[src/hdl/vxe_pkg.sv]
// ----------------------------------------------------------------------------
// vxe_pkg
// Shared types and constants of the six-neighbour voxel erosion block.
// ----------------------------------------------------------------------------
package vxe_pkg;

    localparam int VOX_W = 8;

    typedef logic [VOX_W-1:0] t_label;

    // voxel labels
    localparam t_label LBL_BG  = 8'd1;
    localparam t_label LBL_TWO = 8'd2;
    localparam t_label LBL_FG  = 8'd255;

    // register index, taken from paddr[3:2]
    typedef logic [1:0] t_reg_idx;
    localparam t_reg_idx REG_WIDTH  = 2'd0;
    localparam t_reg_idx REG_HEIGHT = 2'd1;
    localparam t_reg_idx REG_DEPTH  = 2'd2;

    // per-item control that travels down the pipeline
    typedef struct packed {
        logic valid;
        logic has_res;
        logic x_first;
        logic x_last;
        logic y_first;
        logic y_last;
        logic z_edge;
        logic vol_last;
    } t_vox_ctl;

endpackage

[src/hdl/vxe_cfg.sv]
// ----------------------------------------------------------------------------
// vxe_cfg
// Volume size registers with APB access; keeps clamped sizes and the
// derived plane geometry ready for the address logic.
// ----------------------------------------------------------------------------
module vxe_cfg #(
    parameter int MAX_W = 256,
    parameter int MAX_H = 256,
    parameter int MAX_D = 1024
) (
    input  logic                                 i_clk,
    input  logic                                 i_rst_n,
    input  logic                                 psel,
    input  logic                                 penable,
    input  logic                                 pwrite,
    input  logic [3:0]                           paddr,
    input  logic [31:0]                          pwdata,
    output logic [31:0]                          prdata,
    output logic                                 pready,
    output logic [$clog2(MAX_W)-1:0]             o_w_last,
    output logic [$clog2(MAX_H)-1:0]             o_h_last,
    output logic [$clog2(MAX_D+1)-1:0]           o_depth,
    output logic [$clog2(2*MAX_W*MAX_H):0]       o_plane2,
    output logic [$clog2(2*MAX_W*MAX_H):0]       o_lead,
    output logic                                 o_h_one,
    output logic                                 o_restart
);
    import vxe_pkg::*;

    localparam int X_W  = $clog2(MAX_W);
    localparam int Y_W  = $clog2(MAX_H);
    localparam int Z_W  = $clog2(MAX_D + 1);
    localparam int WS_W = $clog2(MAX_W + 1);
    localparam int HS_W = $clog2(MAX_H + 1);
    localparam int A_W  = $clog2(2 * MAX_W * MAX_H);
    localparam int T_W  = A_W + 1;

    localparam int RST_W = (MAX_W < 256) ? MAX_W : 256;
    localparam int RST_H = (MAX_H < 256) ? MAX_H : 256;
    localparam int RST_D = (MAX_D < 256) ? MAX_D : 256;

    logic [8:0]          r_raw_w, n_raw_w;
    logic [8:0]          r_raw_h, n_raw_h;
    logic [10:0]         r_raw_d, n_raw_d;
    logic [X_W-1:0]      r_w_last;
    logic [Y_W-1:0]      r_h_last;
    logic [Z_W-1:0]      r_depth;
    logic [T_W-1:0]      r_plane2;
    logic [T_W-1:0]      r_lead;
    logic                r_h_one;

    logic                wr;
    logic [WS_W-1:0]     w_eff;
    logic [HS_W-1:0]     h_eff;
    logic [Z_W-1:0]      d_eff;
    logic [WS_W+HS_W-1:0] prod;

    assign pready = 1'b1;
    assign wr     = psel & penable & pwrite & pready;

    always_comb begin
        n_raw_w = r_raw_w;
        n_raw_h = r_raw_h;
        n_raw_d = r_raw_d;
        if (wr) begin
            unique case (paddr[3:2])
                REG_WIDTH:  n_raw_w = pwdata[8:0];
                REG_HEIGHT: n_raw_h = pwdata[8:0];
                REG_DEPTH:  n_raw_d = pwdata[10:0];
                default: ;
            endcase
        end
    end

    assign o_restart = wr && (paddr[3:2] == REG_WIDTH || paddr[3:2] == REG_HEIGHT ||
                              paddr[3:2] == REG_DEPTH);

    // zero acts as one, oversize acts as the maximum
    assign w_eff = (n_raw_w == '0) ? WS_W'(1) :
                   ((32'(n_raw_w) > 32'(MAX_W)) ? WS_W'(MAX_W) : WS_W'(n_raw_w));
    assign h_eff = (n_raw_h == '0) ? HS_W'(1) :
                   ((32'(n_raw_h) > 32'(MAX_H)) ? HS_W'(MAX_H) : HS_W'(n_raw_h));
    assign d_eff = (n_raw_d == '0) ? Z_W'(1) :
                   ((32'(n_raw_d) > 32'(MAX_D)) ? Z_W'(MAX_D) : Z_W'(n_raw_d));
    assign prod  = w_eff * h_eff;

    always_ff @(posedge i_clk) begin
        if (!i_rst_n) begin
            r_raw_w  <= 9'd256;
            r_raw_h  <= 9'd256;
            r_raw_d  <= 11'd256;
            r_w_last <= X_W'(RST_W - 1);
            r_h_last <= Y_W'(RST_H - 1);
            r_depth  <= Z_W'(RST_D);
            r_plane2 <= T_W'(2 * RST_W * RST_H);
            r_lead   <= T_W'(RST_W * RST_H + RST_W);
            r_h_one  <= (RST_H == 1);
        end else begin
            r_raw_w  <= n_raw_w;
            r_raw_h  <= n_raw_h;
            r_raw_d  <= n_raw_d;
            r_w_last <= X_W'(w_eff - WS_W'(1));
            r_h_last <= Y_W'(h_eff - HS_W'(1));
            r_depth  <= d_eff;
            r_plane2 <= T_W'({prod, 1'b0});
            r_lead   <= T_W'(prod) + T_W'(w_eff);
            r_h_one  <= (h_eff == HS_W'(1));
        end
    end

    always_comb begin
        unique case (paddr[3:2])
            REG_WIDTH:  prdata = {23'd0, r_raw_w};
            REG_HEIGHT: prdata = {23'd0, r_raw_h};
            REG_DEPTH:  prdata = {21'd0, r_raw_d};
            default:    prdata = '0;
        endcase
    end

    assign o_w_last = r_w_last;
    assign o_h_last = r_h_last;
    assign o_depth  = r_depth;
    assign o_plane2 = r_plane2;
    assign o_lead   = r_lead;
    assign o_h_one  = r_h_one;

endmodule

[config.mk]
export PLATFORM = sky130hd
export DESIGN_NAME = vxe_cfg
export DESIGN_NICKNAME = d
export VERILOG_FILES = /design/src/hdl/vxe_pkg.sv /design/src/hdl/vxe_cfg.sv
export SDC_FILE = /design/constraint.sdc
export NUM_CORES = 1
export LEC_CHECK = 0
export BUFFER_PORTS_ARGS = -buffer_cell sky130_fd_sc_hd__clkbuf_2
export CAP_MARGIN = 20
export CORE_AREA = 2 2 121 111
export CTS_CLUSTER_DIAMETER = 120
export DETAILED_ROUTE_END_ITERATION = 7
export DIE_AREA = 0 0 123 113
export PLACE_DENSITY_LB_ADDON = 0.2
export SLEW_MARGIN = 20
export SYNTH_ARGS = -nofsm -noshare
export SYNTH_HDL_FRONTEND = slang
export SYNTH_SLANG_ARGS = --single-unit
[constraint.sdc]
create_clock -name i_clk -period 19.6 [get_ports i_clk]
set_clock_uncertainty 0.2 [all_clocks]
set_input_delay 2.94 -clock i_clk [delete_from_list [all_inputs] [get_ports i_clk]]
set_output_delay 2.94 -clock i_clk [all_outputs]
set_load 0.01 [all_outputs]
After elaboration in Yosys (flattened, before gate mapping)

Cells that the tools add are included.

Word-level logic and storage cells: 47
Input port bits: 41
Register bits after elaboration: 93
Output and inout port bits: 98

Reductions and logical operators: 9
Mux-type cells: 13
Bitwise operators: 3
Eq/ne operators: 3
Add/sub/neg operators: 3
$lt $le $gt $ge: 3
$mul: 1

Operator list:

| operator               | number |
|---|---|
| $mux W9                | 9 |
| $mux W11               | 3 |
| $pmux W11 S3           | 1 |
| $add A18 B9 Y18        | 1 |
| $gt A9 B9 Y1 const B   | 2 |
| $logic_not A9 Y1       | 2 |
| $mul A9 B9 Y18         | 1 |
| $sub A8 B1 Y8 const B  | 2 |
| $gt A11 B11 Y1 const B | 1 |
| $logic_not A11 Y1      | 1 |
| $eq A9 B1 Y1 const B   | 1 |
| $reduce_or A3 Y1       | 1 |
| $and A1 B1 Y1          | 2 |
| $eq A2 B1 Y1 const B   | 1 |
| $eq A2 B2 Y1 const B   | 1 |
| $logic_not A2 Y1       | 1 |
| $logic_or A1 B1 Y1     | 2 |
| $reduce_or A2 Y1       | 1 |
| $logic_and A1 B1 Y1    | 1 |
| $not A1 Y1             | 1 |

Logic depth before layout (Yosys ltp)

Gate-level depths: netlist of run 1.

Depth after elaboration: 8
Depth in mapped cells: 29
Gate-level depth less buffers: 26

Least setup slack after synthesis of run 1

OpenSTA, ideal clock, no wires.

Path type: input -> register
Start: input port pwrite
End: register r_lead[16] (netlist: o_lead[16])
Arrival: 8714 ps
Buffers on the path: 3
Slack: 10623 ps
Required time: 19338 ps
Stages on the path: 24
Setup time: 62 ps
Cells stage by stage: and4b_1 > buf_6 > nand2_4 > mux2i_1 > clkbuf_1 > nor2_1 > or2_2 > clkbuf_1 > nor2_1 > fa_1 > fa_1 > fa_1 > inv_1 > fa_1 > inv_1 > ha_1 > or3_1 > o22a_1 > xnor2_4 > nand4bb_1 > nor3_1 > nand2_1 > or3_1 > nand3_1

Cells in the longest elaborated chain, start to end: 7
Elaborated cells on any way between the ends: 13
Classes of those cells: 1 x add/sub; 1 x mul; 2 x order compare; 6 x mux; 1 x bitwise; 2 x reduce/logical

Ends and longest elaborated chain:

| element                                | line                         | source |
|---|---|---|
| start, declared                        | vxe_cfg.sv:15                | `input logic pwrite,` |
| $and A1 B1 Y1 (*)                      | vxe_cfg.sv:59                | `assign wr = psel & penable & pwrite & pready;` |
| $mux W9                                | vxe_cfg.sv:65                | `if (wr) begin` |
| $gt A9 B9 Y1, on equally long branches | vxe_cfg.sv:80, vxe_cfg.sv:82 |  |
| $mux W9, on equally long branches      | vxe_cfg.sv:80, vxe_cfg.sv:82 |  |
| $mux W9, on equally long branches      | vxe_cfg.sv:79, vxe_cfg.sv:81 |  |
| $mul A9 B9 Y18                         | vxe_cfg.sv:85                | `assign prod = w_eff * h_eff;` |
| $add A18 B9 Y18 (*)                    | vxe_cfg.sv:106               | `r_lead <= T_W'(prod) + T_W'(w_eff);` |
| end signal, assigned                   | vxe_cfg.sv:96                | `r_lead <= T_W'(RST_W * RST_H + RST_W);` |
| end signal, assigned                   | vxe_cfg.sv:106               |  |
| end, declared                          | vxe_cfg.sv:49                | `logic [T_W-1:0] r_lead;` |

Mark *: on every way between the ends. The rest lies on a longest branch, timed or not.
A chain may end at the register's enable or synchronous reset.

Worst setup path in the final report of run 1

Start: input port paddr[3]
End: register r_lead[17] (netlist: o_lead[17])

Cells in the longest elaborated chain, start to end: 8
Elaborated cells on any way between the ends: 16
Classes of those cells: 1 x add/sub; 1 x mul; 2 x order compare; 1 x eq/ne; 8 x mux; 3 x reduce/logical

Ends and longest elaborated chain:

| element                                                 | line                         | source |
|---|---|---|
| start, declared                                         | vxe_cfg.sv:16                | `input logic [3:0] paddr,` |
| $eq A2 B1 Y1 / $logic_not A2 Y1 (equally long branches) | vxe_cfg.sv:66                | `unique case (paddr[3:2])` |
| $mux W9                                                 | vxe_cfg.sv:66                |  |
| $mux W9                                                 | vxe_cfg.sv:65                |  |
| $gt A9 B9 Y1, on equally long branches                  | vxe_cfg.sv:82, vxe_cfg.sv:80 |  |
| $mux W9, on equally long branches                       | vxe_cfg.sv:82, vxe_cfg.sv:80 |  |
| $mux W9, on equally long branches                       | vxe_cfg.sv:81, vxe_cfg.sv:79 |  |
| $mul A9 B9 Y18                                          | vxe_cfg.sv:85                |  |
| $add A18 B9 Y18 (*)                                     | vxe_cfg.sv:106               |  |

Marked as above.

==> run summary, run 1 <==
Die H: 113 um
H-tree depth: 3
Hold Vio Cnt, Final: 0
Port Buffers: 92
gpl congestion: 0.892
DR iter-0 viols: 323
register area: 1840 um^2
fmax: 97.8 MHz
Die ar.: 13,900 um^2
worst-margin pin slew: 0.849 ns
routed vias: 5,425
first-pass GRT wire length: 26,400 um
Starting Density: 53.9%
number of flops mapped to enable cells by yosys: 0
Top Ports: 139
CTS max path bufs: 2
Tightest Hold Check Type: reg -> reg
DRT Pass-1 Iters: 5
DRC viols: 0
gr usage total: 24.4%
Multi-input gate area: 4360 um^2
gr ovfl total: 0
vias per cell: 5.25
PwrDens: 55.2 nW/um^2
unrepaired setup endpoints after global routing: false
fillcell total: 1,168
#FFs+latches synth: 92
non-filler instance count after layout: 1,033
largest net degree at the start of global routing: 46
post-route setup TNS: 0 ns
Detail Placement HPWL: 12,500 um
final WL: 16,100 um
cts bufs inserted: 9
max-cap violation count: 0
CTS Sinks: 92
site row count: 39
status: complete, no violations
slew margin rel.: 43.4%
Reg clk slew, reported paths: 0.07 ns
width of the die: 123 um
Tmin final: 10.22 ns
IR drop worst, VDD: 47.4 uV
FFs w/ async S/R, synth: 0%
layout cells sized above 1: 16.9%
drt wl/cell: 15.6 um
Design Area, Final: 7570 um^2
fin. max-slew vios: 0
core area: 12,600 um^2
CTS tree: done
Skew-Pair Late Insertion Delay: 0.35 ns
startpoint types: primary input
Synth Warn #: 0
syn avg cell area: 8.62 um^2
fin crit share: 52.2%
initial antenna violation count: 0
static leakage: 3.79 nW
distinct cell type count after synthesis: 71
vias in the first global route: 5,389
Inst Count DP: 1,017
Cells after Synth: 788
Nets: 1,004
Post-Syn Area: 6790 um^2
Post-DRT Antenna Nets: 0
crit end category: flip-flop
post-synthesis sequential area ratio: 27.1%
CP arrival: 10.29 ns
CP Data Required Time: 19.66 ns
Resize count post-CTS: 0
n_diodes: 0
Synth Flop Type: dfxtp_1
crit path kind: in -> reg
root buf cell: clkbuf_16
Layout area overhead: 11.5%
DP Area: 7260 um^2
hold buffer count at cts: 0
final setup fails: 0
crit-path max FO: 16
Post-CTS Setup Bufs: 0
## cell usage after synthesis, types with 4 or more instances
| master | n | area [um^2] |
|---|---|---|
| a21o_1 | 6 | 45.0 |
| a21oi_1 | 22 | 110 |
| and2_1 | 12 | 75.1 |
| and3_1 | 4 | 25.0 |
| buf_4 | 23 | 173 |
| clkbuf_1 | 23 | 86.3 |
| dfxtp_1 | 92 | 1840 |
| fa_1 | 50 | 1000 |
| ha_1 | 49 | 613 |
| inv_1 | 94 | 353 |
| inv_2 | 4 | 15.0 |
| mux2i_1 | 33 | 330 |
| nand2_1 | 74 | 278 |
| nand2b_1 | 8 | 50.1 |
| nand3_1 | 16 | 80.1 |
| nor2_1 | 124 | 465 |
| nor2b_1 | 4 | 25.0 |
| nor3_1 | 16 | 80.1 |
| o21a_1 | 6 | 45.0 |
| o21ai_0 | 19 | 95.1 |
| or2_2 | 10 | 62.6 |
| or3_1 | 4 | 25.0 |
| xnor2_1 | 23 | 201 |
| xor2_1 | 7 | 61.3 |
## report_power, final
group | switching, W | leakage (nW) | internal [W]
sequential | 0.00000146 | 0.744 | 0.000191
clock | 0.0000757 | 0.147 | 0.000103
combinational | 0.0000309 | 2.90 | 0.0000157
total | 0.000108 | 3.79 | 0.000310
## critical path: stages
cell	delay (ns)
clkbuf_2	0.18
and4b_1	0.51
nand2_4	0.22
mux2i_2	0.69
xnor2_1	0.29
nor2_1	0.49
inv_1	0.29
nor2_1	0.21
fa_1	0.47
fa_1	0.48
ha_1	0.28
inv_1	0.05
fa_1	0.53
inv_1	0.04
ha_1	0.34
nor2b_1	0.17
o31ai_1	0.44
a22oi_1	0.26
a41oi_1	0.32
o311ai_1	0.20
nor3_1	0.39
and3_1	0.24
nand3_1	0.07
a21oi_1	0.17
## sequential cells by signal (all words and copies together), names as in the netlist
| signal | count |
|---|---|
| r_raw_d | 11 |
| o_h_one | 1 |
| o_lead | 18 |
| o_plane2 | 17 |
| o_depth | 11 |
| o_w_last | 8 |
| r_raw_w | 9 |
| o_h_last | 8 |
| r_raw_h | 9 |
## layout make-up
type / instances / share of cell area (%)
Timing Repair Buffer: 95 / 6.38
Clock inverter: 4 / 0.744
Clock buffer: 12 / 3.26
Sequential cell: 92 / 24.3
Multi-Input combinational cell: 567 / 57.6
Tap cell: 164 / 2.71
Inverter: 99 / 5.01
## metrics by stage
| step | total power (W) | hold WS [ns] | setup slack, ns | util [%] |
|---|---|---|---|---|
| after floorplan | 0.000231 | 0.269 | 10.62 | - |
| after global placement | 0.000241 | 0.300 | 8.91 | 57.7 |
| after detailed placement | 0.000242 | 0.315 | 8.75 | 57.7 |
| after CTS | 0.000421 | 0.330 | 9.12 | 60.1 |
| after global routing | 0.000433 | 0.354 | 8.82 | 60.1 |
| final | 0.000418 | 0.345 | 9.38 | 60.1 |
## layer usage
metal / track usage, % / share of wire [%] / vias to the layer above
met5: 0 / 0 / -
met4: 6.29 / 1.5 / 0
met3: 5.59 / 6.4 / 17
met2: 40.0 / 48 / 157
met1: 32.7 / 44 / 2616
li1: - / - / 2635
## cell families after synthesis
kind of cell / Yosys count / synth area share [%]
compound gates: 85 / 9.12
xor+xnor: 31 / 4.27
fa+ha+maj: 100 / 23.9
buf+inv: 150 / 9.93
flops: 92 / 27.1
mux: 37 / 5.58
other cells: 2 / 0.111
simple gates: 291 / 19.9
## final timing paths
path	from	end	slack, ns	cells after the start
max	paddr[3]	o_lead[17]	9.38	24
min	r_raw_w[0]	r_raw_w[0]	0.34	2
max reg2reg	r_raw_w[7]	o_lead[17]	12.43	24
min reg2reg	r_raw_w[0]	r_raw_w[0]	0.34	2
## cells in the final DEF (no fill, tap or decap), types with 6 or more instances in the layout
master,Yosys,routed
conb_1,2,23
a21oi_1,22,22
nand2b_1,8,8
nor3_1,16,16
xor2_1,7,7
a21o_1,6,6
nor2_1,124,124
clkbuf_2,0,92
o21ai_0,19,19
xnor2_1,23,23
o21a_1,6,6
dfxtp_1,92,92
and2_1,12,12
clkbuf_16,0,9
nand2_1,74,74
ha_1,49,49
mux2i_1,33,32
nand3_1,16,16
fa_1,50,50
or2_2,10,10
inv_1,94,94
Power figures use the tool's default switching activity.
==> run 2: changes to the inputs <==
==> constraint.sdc (replaced) <==
create_clock -name i_clk -period 10.62 [get_ports i_clk]
set_clock_uncertainty 0.2 [all_clocks]
set_input_delay 1.593 -clock i_clk [delete_from_list [all_inputs] [get_ports i_clk]]
set_output_delay 1.593 -clock i_clk [all_outputs]
set_load 0.01 [all_outputs]
==> run 2 against run 1 <==
Sequential power grew 85%. Core utilization grew 0.099 points. Cell area rose by 0.17%. Sequential share of layout area is essentially flat. Routed wire length is 0.27% higher. Setup slack got worse by 7.4 ns. Largest cell class unchanged. Highest routed layer unchanged.
==> run summary, run 2 (synthesis results as in run 1) <==
status: complete, no violations
post-route setup TNS: 0 ns
vias in the first global route: 5,552
Port Buffers: 92
Skew-Pair Late Insertion Delay: 0.35 ns
CTS tree: done
gpl congestion: 0.896
Worst path max stage delay: 0.52 ns
CP arrival: 8.60 ns
Detail Placement HPWL: 12,500 um
largest net degree at the start of global routing: 46
fin crit share: 81.0%
final WL: 16,100 um
Reg clk slew, reported paths: 0.07 ns
Buf/Inv on CP: 4
n_diodes: 0
Top Ports: 139
startpoint types: primary input
DR iter-0 viols: 329
Tmin final: 8.60 ns
root buf cell: clkbuf_16
slew margin rel.: 42.6%
static leakage: 3.80 nW
width of the die: 123 um
Post-CTS Setup Bufs: 0
gr ovfl total: 0
IR drop worst, VDD: 79.8 uV
Starting Density: 53.9%
cts bufs inserted: 9
routed vias: 5,453
CP Data Required Time: 10.61 ns
Tightest Hold Check Type: reg -> reg
fillcell total: 1,132
Post-DRT Antenna Nets: 0
most frequent cells in the layout: 124 x nor2_1, 94 x inv_1, 92 x clkbuf_2, 92 x dfxtp_1, 74 x nand2_1
max-cap violation count: 0
Die ar.: 13,900 um^2
DRC viols: 0
hold buffer count at cts: 0
crit end category: flip-flop
Nets: 1,005
fin. max-slew vios: 0
Pwr Total: 0.000774 W
fin worst setup slack: 2.02 ns
CTS Sinks: 92
CTS max path bufs: 2
layout cells sized above 1: 17.1%
final setup fails: 0
CP cell instances: clkbuf_2 > and4b_1 > nand2_4 > mux2i_1 > xnor2_1 > nor2_1 > inv_1 > nor2_1 > fa_1 > fa_1 > ha_1 > inv_1 > fa_1 > inv_1 > ha_1 > nor2b_1 > o31ai_1 > a22oi_1 > a41oi_1 > o311ai_1 > nor3_1 > and3_1 > a21o_1 > a21oi_1
register area: 1840 um^2
Resize count post-CTS: 0
CP max stage cell: fa_1
Hold Vio Cnt, Final: 0
unrepaired setup endpoints after global routing: false
Final Util: 60.2%
DRT Pass-1 Iters: 7
crit-path max FO: 16
site row count: 39
core area: 12,600 um^2
Layout area overhead: 11.6%
pre-CTS WS: 1.71 ns
PwrDens: 102 nW/um^2
initial antenna violation count: 0
cell family with most CP delay: simple AND/OR/NAND/NOR gates
crit path kind: in -> reg
H-tree depth: 3
max FFs per register: 18
Multi-input gate area: 4350 um^2
DP Area: 7270 um^2
Die H: 113 um
vias per cell: 5.27
Design Area, Final: 7580 um^2
first-pass GRT wire length: 26,800 um
most common cell after layout, fill and taps aside: nor2_1
fmax: 116 MHz
drt wl/cell: 15.6 um
worst-margin pin slew: 0.861 ns
gr usage total: 24.6%
[run 2: cell types whose count changed in the layout (fill, tap and decap cells not counted), sizes merged]
cell | previous run | this run
clkbuf | 104 | 101
clkinvlp | 0 | 2
buf | 3 | 4
inv | 100 | 101
[run 2: tightest hold or removal path, cell delays in order (launching register included)]
cell,delay [ns]
dfxtp_1,0.35
nand2_1,0.07
a21oi_1,0.05
[run 2: where the power goes]
part	leakage (nW)	internal [W]	switching, W
logic	2.91	0.0000290	0.0000567
registers	0.744	0.000352	0.00000278
clock network	0.147	0.000186	0.000147
total	3.80	0.000567	0.000207
[run 2: path summary, 6_finish.rpt]
check	startpoint	endpoint	slack, ns	cells after the start
worst max-delay path	paddr[3]	o_lead[17]	2.02	24
worst min-delay path	r_raw_w[0]	r_raw_w[0]	0.32	2
worst max register to register	r_raw_h[7]	o_lead[17]	3.44	23
worst min register to register	r_raw_w[0]	r_raw_w[0]	0.32	2
[run 2: through the flow]
step	std cells	hold WS, ns
after CTS	1034	0.318
after floorplan	809	0.269
after detailed placement	1018	0.307
after global routing	1034	0.359
after global placement	1018	0.301
final	1034	0.322
[run 2: per-layer routing]
metal,global-route usage (%),up-vias,share of wire [%]
met1,32.0,2613,45
met5,0,-,0
met4,7.35,0,1.4
li1,-,2631,-
met3,5.19,19,5.9
met2,41.3,190,48
[run 2: area by class of cell]
type	count	area share, %
multi-input cells	567	57.4
flip-flops and latches	92	24.3
repair buffers	96	6.47
inverters	99	5.00
clock buffers	9	2.97
well taps	164	2.71
clock inverters	7	1.14
